==> src/sv/mrfc_pkg.sv <==
// Types, constants and the CRC-16 byte update for the response frame checker.
// Depends on nothing.
package mrfc_pkg;

    localparam logic [15:0] CRC_INIT = 16'hFFFF;
    localparam logic [15:0] CRC_POLY = 16'hA001;
    localparam int unsigned LEN_BASE = 5;

    localparam int unsigned POS_ADDR  = 0;
    localparam int unsigned POS_FUNC  = 1;
    localparam int unsigned POS_COUNT = 2;
    localparam int unsigned POS_R0_HI = 3;
    localparam int unsigned POS_R0_LO = 4;
    localparam int unsigned POS_R1_HI = 5;
    localparam int unsigned POS_R1_LO = 6;

    typedef enum logic [1:0] {
        CFG_SLAVE_ADDR = 2'd0,
        CFG_FUNC_CODE  = 2'd1,
        CFG_REG_COUNT  = 2'd2
    } t_cfg_idx;

    typedef struct packed {
        logic [7:0] dev_addr;
        logic [7:0] function_code;
        logic [2:0] reg_num;
    } t_cfg;

    typedef struct packed {
        logic        status;
        logic [15:0] first_register;
        logic [15:0] second_register;
    } t_result;

    function automatic logic [15:0] crc_byte(input logic [15:0] crc, input logic [7:0] b);
        logic [15:0] c;
        c = crc ^ {8'h00, b};
        for (int k = 0; k < 8; k++) begin
            if (c[0]) begin
                c = (c >> 1) ^ CRC_POLY;
            end else begin
                c = c >> 1;
            end
        end
        return c;
    endfunction

endpackage

==> src/sv/mrfc_cfg.sv <==
// Configuration registers: expected address, function code and register count.
// Depends on mrfc_pkg.
module mrfc_cfg
    import mrfc_pkg::*;
(
    input  logic       i_clk,
    input  logic       i_rst_n,
    input  logic       i_wr,
    input  logic [1:0] i_index,
    input  logic [7:0] i_data,
    output t_cfg       o_cfg
);

    t_cfg r_cfg;

    always_ff @(posedge i_clk) begin
        if (!i_rst_n) begin
            r_cfg.dev_addr      <= 8'd1;
            r_cfg.function_code <= 8'd3;
            r_cfg.reg_num       <= 3'd2;
        end else if (i_wr) begin
            case (t_cfg_idx'(i_index))
                CFG_SLAVE_ADDR: r_cfg.dev_addr      <= i_data;
                CFG_FUNC_CODE:  r_cfg.function_code <= i_data;
                CFG_REG_COUNT:  r_cfg.reg_num       <= i_data[2:0];
                default: ;
            endcase
        end
    end

    assign o_cfg = r_cfg;

endmodule

==> src/sv/mrfc_track.sv <==
// Frame state: byte count, running CRC, tail delay line, header check, capture.
// Forms the frame result combinationally from the byte being stepped in.
// Depends on mrfc_pkg.
module mrfc_track
    import mrfc_pkg::*;
#(
    parameter int unsigned MAX_FRAME = 16
) (
    input  logic       i_clk,
    input  logic       i_rst_n,
    input  logic       i_step,
    input  logic [7:0] i_byte,
    input  logic       i_last,
    input  t_cfg       i_cfg,
    output t_result    o_result
);

    localparam int unsigned CW = $clog2(MAX_FRAME + 1);
    localparam int unsigned EW = (CW > 5) ? CW : 5;

    logic [CW-1:0] r_cnt,   n_cnt;
    logic [15:0]   r_crc,   n_crc;
    logic [7:0]    r_tail0, n_tail0;
    logic [7:0]    r_tail1, n_tail1;
    logic          r_hdr,   n_hdr;
    logic [15:0]   r_cap0,  n_cap0;
    logic [15:0]   r_cap1,  n_cap1;

    logic [EW-1:0] expected;
    logic          ok;

    always_comb begin
        n_cnt   = r_cnt;
        n_crc   = r_crc;
        n_tail0 = r_tail0;
        n_tail1 = r_tail1;
        n_hdr   = r_hdr;
        n_cap0  = r_cap0;
        n_cap1  = r_cap1;
        if (r_cnt < CW'(MAX_FRAME)) begin
            if (r_cnt >= CW'(POS_COUNT)) begin
                n_crc = crc_byte(r_crc, r_tail0);
            end
            n_tail0 = r_tail1;
            n_tail1 = i_byte;
            if (r_cnt == CW'(POS_ADDR) && i_byte != i_cfg.dev_addr) begin
                n_hdr = 1'b0;
            end
            if (r_cnt == CW'(POS_FUNC) && i_byte != i_cfg.function_code) begin
                n_hdr = 1'b0;
            end
            if (r_cnt == CW'(POS_COUNT) && i_byte != {4'd0, i_cfg.reg_num, 1'b0}) begin
                n_hdr = 1'b0;
            end
            if (r_cnt == CW'(POS_R0_HI)) n_cap0[15:8] = i_byte;
            if (r_cnt == CW'(POS_R0_LO)) n_cap0[7:0]  = i_byte;
            if (r_cnt == CW'(POS_R1_HI)) n_cap1[15:8] = i_byte;
            if (r_cnt == CW'(POS_R1_LO)) n_cap1[7:0]  = i_byte;
            n_cnt = r_cnt + 1'b1;
        end

        expected = EW'(LEN_BASE) + EW'({i_cfg.reg_num, 1'b0});
        ok = (EW'(n_cnt) == expected) && n_hdr && ({n_tail1, n_tail0} == n_crc);

        o_result.status          = !ok;
        o_result.first_register  = (ok && i_cfg.reg_num >= 3'd1) ? n_cap0 : 16'd0;
        o_result.second_register = (ok && i_cfg.reg_num >= 3'd2) ? n_cap1 : 16'd0;
    end

    always_ff @(posedge i_clk) begin
        if (!i_rst_n || (i_step && i_last)) begin
            r_cnt   <= '0;
            r_crc   <= CRC_INIT;
            r_tail0 <= 8'd0;
            r_tail1 <= 8'd0;
            r_hdr   <= 1'b1;
            r_cap0  <= 16'd0;
            r_cap1  <= 16'd0;
        end else if (i_step) begin
            r_cnt   <= n_cnt;
            r_crc   <= n_crc;
            r_tail0 <= n_tail0;
            r_tail1 <= n_tail1;
            r_hdr   <= n_hdr;
            r_cap0  <= n_cap0;
            r_cap1  <= n_cap1;
        end
    end

endmodule

==> src/sv/modbus_response_frame_checker_unit.sv <==
// Modbus RTU read-holding-registers response checker, top level.
// The result is registered: the last byte passes the input register, then the result register.
// Throughput: one byte per cycle; a last byte holds in the input register only while
// the result register is full and stalled.
// Reset (synchronous, active low) restores the register defaults and clears the frame.
// Depends on mrfc_pkg, mrfc_cfg and mrfc_track.
module modbus_response_frame_checker_unit
    import mrfc_pkg::*;
#(
    parameter int unsigned MAX_FRAME = 16
) (
    input  logic        i_clk,
    input  logic        i_rst_n,
    input  logic        i_cfg_valid,
    output logic        o_cfg_ready,
    input  logic [1:0]  i_cfg_index,
    input  logic [7:0]  i_cfg_data,
    input  logic        i_in_valid,
    output logic        o_in_stall,
    input  logic [7:0]  i_rx_byte,
    input  logic        i_frame_end,
    output logic        o_out_valid,
    input  logic        i_out_stall,
    output logic        o_status,
    output logic [15:0] o_first_register,
    output logic [15:0] o_second_register
);

    t_cfg    cfg;
    t_result result;

    logic       r_in_valid;
    logic [7:0] r_in_byte;
    logic       r_in_end;
    logic       r_out_valid;
    t_result    r_out;

    logic out_free;
    logic step;

    assign o_cfg_ready = 1'b1;

    mrfc_cfg u_cfg (
        .i_clk   (i_clk),
        .i_rst_n (i_rst_n),
        .i_wr    (i_cfg_valid),
        .i_index (i_cfg_index),
        .i_data  (i_cfg_data),
        .o_cfg   (cfg)
    );

    assign out_free   = !r_out_valid || !i_out_stall;
    assign step       = r_in_valid && (!r_in_end || out_free);
    assign o_in_stall = r_in_valid && !step;

    mrfc_track #(
        .MAX_FRAME (MAX_FRAME)
    ) u_track (
        .i_clk    (i_clk),
        .i_rst_n  (i_rst_n),
        .i_step   (step),
        .i_byte   (r_in_byte),
        .i_last   (r_in_end),
        .i_cfg    (cfg),
        .o_result (result)
    );

    always_ff @(posedge i_clk) begin
        if (!i_rst_n) begin
            r_in_valid <= 1'b0;
        end else if (!o_in_stall) begin
            r_in_valid <= i_in_valid;
        end
    end

    always_ff @(posedge i_clk) begin
        if (!o_in_stall && i_in_valid) begin
            r_in_byte <= i_rx_byte;
            r_in_end  <= i_frame_end;
        end
    end

    always_ff @(posedge i_clk) begin
        if (!i_rst_n) begin
            r_out_valid <= 1'b0;
        end else if (step && r_in_end) begin
            r_out_valid <= 1'b1;
        end else if (!i_out_stall) begin
            r_out_valid <= 1'b0;
        end
    end

    always_ff @(posedge i_clk) begin
        if (step && r_in_end) begin
            r_out <= result;
        end
    end

    assign o_out_valid       = r_out_valid;
    assign o_status          = r_out.status;
    assign o_first_register  = r_out.first_register;
    assign o_second_register = r_out.second_register;

endmodule

==> config.mk <==
export PLATFORM = sky130hd
export DESIGN_NAME = modbus_response_frame_checker_unit
export DESIGN_NICKNAME = d
export VERILOG_FILES = /design/src/sv/mrfc_pkg.sv /design/src/sv/mrfc_cfg.sv /design/src/sv/mrfc_track.sv /design/src/sv/modbus_response_frame_checker_unit.sv
export SDC_FILE = /design/constraint.sdc
export NUM_CORES = 1
export LEC_CHECK = 0
export ABC_AREA = 1
export BUFFER_PORTS_ARGS = -buffer_cell sky130_fd_sc_hd__clkbuf_2
export CORE_UTILIZATION = 50
export CTS_BUF_LIST = sky130_fd_sc_hd__clkbuf_8
export DETAILED_ROUTE_END_ITERATION = 12
export MAX_ROUTING_LAYER = met4
export PLACE_DENSITY = 0.8
export SLEW_MARGIN = 20
export SYNTH_ARGS = -nofsm -noshare
export SYNTH_HDL_FRONTEND = slang
export SYNTH_SLANG_ARGS = --single-unit
==> constraint.sdc <==
create_clock -name i_clk -period 3.7 [get_ports i_clk]
set_input_delay 0.185 -clock i_clk [delete_from_list [all_inputs] [get_ports i_clk]]
set_output_delay 0.185 -clock i_clk [all_outputs]
set_load 0.1 [all_outputs]
==> impl_metrics.env <==
export IMPL_wl_um=14580
export IMPL_fin_area_um2=7526
export IMPL_first_pass_iters=5
export IMPL_cp_max_fo=20
export IMPL_regArea_um2=3083
export IMPL_dieArea_um2=13720
export IMPL_cts_root_buf="clkbuf_8"
export IMPL_antenna_found_initial=0
export IMPL_num_fill_cells=1141
export IMPL_cp_end_kind="flip-flop"
export IMPL_p_total_mw=3.206
export IMPL_drv_slew=0
export IMPL_reg2reg_slack_ns=1.04
export IMPL_rr_startpoint="u_track.r_cnt[2]$_SDFFE_PP0P_"
export IMPL_p_clk_share_pct=35.9
export IMPL_grt_overflow=0
export IMPL_dpl_cell_count=1053
export IMPL_r2r_cells=16
export IMPL_crit_end="o_second_register[5]$_SDFFCE_PN0P_"
export IMPL_rr_endpoint="o_second_register[5]$_SDFFCE_PN0P_"
export IMPL_hold_path_class="input pin to flip-flop"
export IMPL_final_cell_mix="nand2_1, dfxtp_1, nor2_1, inv_1, o21ai_0"
export IMPL_via_count=5709
export IMPL_worstPathRequired_ns=4.01
export IMPL_final_util_pct=58.92
export IMPL_cts_sinks=133
export IMPL_power_frac_comb_pct=13.6
export IMPL_sw_frac_of_total_pct=29.69
export IMPL_pre_cts_ws_ns=1.100
export IMPL_yosys_register_bits=133
export IMPL_antenna_left=0
export IMPL_setup_viol=0
export IMPL_synth_nets=890
export IMPL_p_per_area_nw_per_um2=426.0
export IMPL_worst_setup_path_type="flip-flop to flip-flop"
export IMPL_p_sw_uw=951.8
export IMPL_async_reset_ff_share_pct=0
export IMPL_drtIter0Drc=581
export IMPL_grt_pass1_vias=5120
export IMPL_slew_headroom_pct=40.33
export IMPL_final_common_cell="nand2_1"
export IMPL_hold_viol=0
export IMPL_cts_tree="built"
export IMPL_syn_inst=859
export IMPL_rsz0062_at_grt="no"
export IMPL_outcome="completed"
export IMPL_wl_per_cell_um=13.21
export IMPL_synth_distinct_cells=39
export IMPL_syn_area_per_cell_um2=7.714
export IMPL_multi_input_area_um2=3032
export IMPL_min_period_over_period_pct=72.02
export IMPL_dieHeight_um=117.1
export IMPL_synth_edff_count=42
export IMPL_pin_count=60
export IMPL_post_cts_resized=0
export IMPL_grt_first_pass_wirelength_um=24110
export IMPL_initial_core_util_pct=51.88
export IMPL_max_cap_viol_count=0
export IMPL_antenna_cells=0
export IMPL_tightest_slew_ns=0.8950
export IMPL_via_per_inst=5.176
export IMPL_ir_drop_v=0.0003503
export IMPL_cellInternalPower_mw=2.254
export IMPL_synth_area_um2=6626
export IMPL_gp_congestion=0.8987
export IMPL_rows=41
export IMPL_cts_buffers=17
export IMPL_fin_hold_ws_ns=0.1044
export IMPL_drc=0
export IMPL_clock_path_buffers=2
export IMPL_finalNonFillerCells=1103
export IMPL_cp_arrival_ns=2.97
export IMPL_holdPathStages=5
export IMPL_syn_to_final_growth_pct=13.58
export IMPL_clkLatencyLatePin_ns=0.46
export IMPL_portBuffers=58
export IMPL_max_freq_mhz=375.3
export IMPL_cp_start_kind="flip-flop"
export IMPL_nets=949
export IMPL_seq_area_frac_synth_pct=46.53
export IMPL_layout_drive_gt1_share_pct=14.61
export IMPL_worst_slack_ns=1.035
export IMPL_path_clk_slew_ns=0.08
export IMPL_seq_power_share_pct=50.4
export IMPL_tns_ns=0
export IMPL_die_w_um=117.1
export IMPL_finClkSkew_ns=0.01290
export IMPL_synth_ff_type="dfxtp_1"
export IMPL_ys_warn_count=0
export IMPL_hpwl_um=9638
export IMPL_grt_max_degree=100
export IMPL_cp_startpoint="u_track.r_cnt[2]$_SDFFE_PP0P_"
export IMPL_fin_crit_ns=2.665
export IMPL_dpl_cell_area_um2=6973
export IMPL_grt_usage_pct=23.72
export IMPL_h_tree_depth=4
export IMPL_p_leak_nw=3.373
export IMPL_fp_coreArea_um2=12770
-- power by group through the flow --
stage	Clock [mW]	Sequential, mW	Combinational [mW]
6_report	1.15	1.62	0.437
3_5_place_dp	0	1.65	0.417
3_3_place_gp	0	1.65	0.411
5_1_grt	1.23	1.62	0.491
2_1_floorplan	0	1.69	0.286
4_1_cts	1.17	1.62	0.433
-- routing by layer --
metal	vias to the layer above	GRT usage (%)	share of wire, %
li1	2924	-	-
met1	2576	30.29	46
met2	181	37.16	47
met3	28	4.686	5.3
met4	0	9.198	1.9
met5	-	-	0
-- critical path: stages, from the launching register on --
cell,delay (ns)
dfxtp_1,0.52
nor2_4,0.08
nand2_2,0.08
nand2_4,0.13
inv_2,0.29
nand2_1,0.11
nand3_1,0.08
nand2_1,0.07
a21oi_2,0.10
nand2_1,0.05
nor2_1,0.08
nand2_1,0.07
nor2_1,0.12
nand2_1,0.11
nor2_4,0.17
nand3_4,0.25
nor2_1,0.18
-- registers in the layout, summed over array words and instances (netlist names), 8 cells and up --
| name | count |
|---|---|
| r_in_byte | 8 |
| u_track.r_cap0 | 16 |
| o_second_register | 16 |
| u_track.r_crc | 16 |
| o_first_register | 16 |
| u_track.r_tail0 | 8 |
| u_cfg.o_cfg | 19 |
| u_track.r_tail1 | 8 |
| u_track.r_cap1 | 16 |
-- area by class of cell --
type / instances / share of cell area [%]
Timing Repair Buffer: 82 / 6.850
Clock buffer: 18 / 3.292
Multi-Input combinational cell: 602 / 40.28
Clock inverter: 14 / 1.663
Inverter: 82 / 4.090
Tap cell: 172 / 2.860
Sequential cell: 133 / 40.96
-- worst min-delay path by stage --
stage / start / end / slack, ns
finish: i_out_stall / o_out_valid$_SDFFE_PN0P_ / 0.10
global route: i_cfg_index[0] / u_cfg.o_cfg[1]$_SDFFE_PN1P_ / 0.12
CTS: i_out_stall / o_out_valid$_SDFFE_PN0P_ / 0.06
detailed placement: i_frame_end / r_in_end$_DFFE_PP_ / 0.36
global placement: i_rx_byte[0] / r_in_byte[0]$_DFFE_PP_ / 0.36
floorplan: i_rx_byte[0] / r_in_byte[0]$_DFFE_PP_ / 0.28
-- repair_timing --
| action | in CTS | in global routing |
|---|---|---|
| endpoints found under the setup margin | 0 | 0 |
| buffers inserted | 0 | 0 |
| hold buffers | 18 | 0 |
| hold endpoints to repair | 23 | 0 |
-- cells in the mapped netlist, drive strengths merged, types with 6 or more instances --
cell type    n  area [µm²]
dfxtp       91        1822
xnor2       16       140.1
nand2      210       800.8
nor2       101       444.2
a21oi       78       394.1
nand4        6       37.54
inv         81       304.0
mux2i       16       160.2
edfxtp      42        1261
ha           7       87.58
o211ai      15       117.6
clkbuf      30       112.6
or2         11       68.81
xor2         6       52.55
nand3       45       255.2
buf         12       91.34
o21ai       78       390.4
-- logic make-up (layout without fill, tap and decap cells) --
logic type	count (synthesis)	after routing	share of synthesized area, %
adder cells (fa/ha/maj)	7	7	1.322
AO/OA/AOI/OAI	178	178	14.39
multiplexers	16	16	2.417
other	1	1	0.05659
flip-flops	133	133	46.53
buffers and inverters	124	196	7.723
AND/OR/NAND/NOR	378	378	24.66
XOR/XNOR	22	22	2.908
Note: power is estimated with default switching activity, not from simulation.
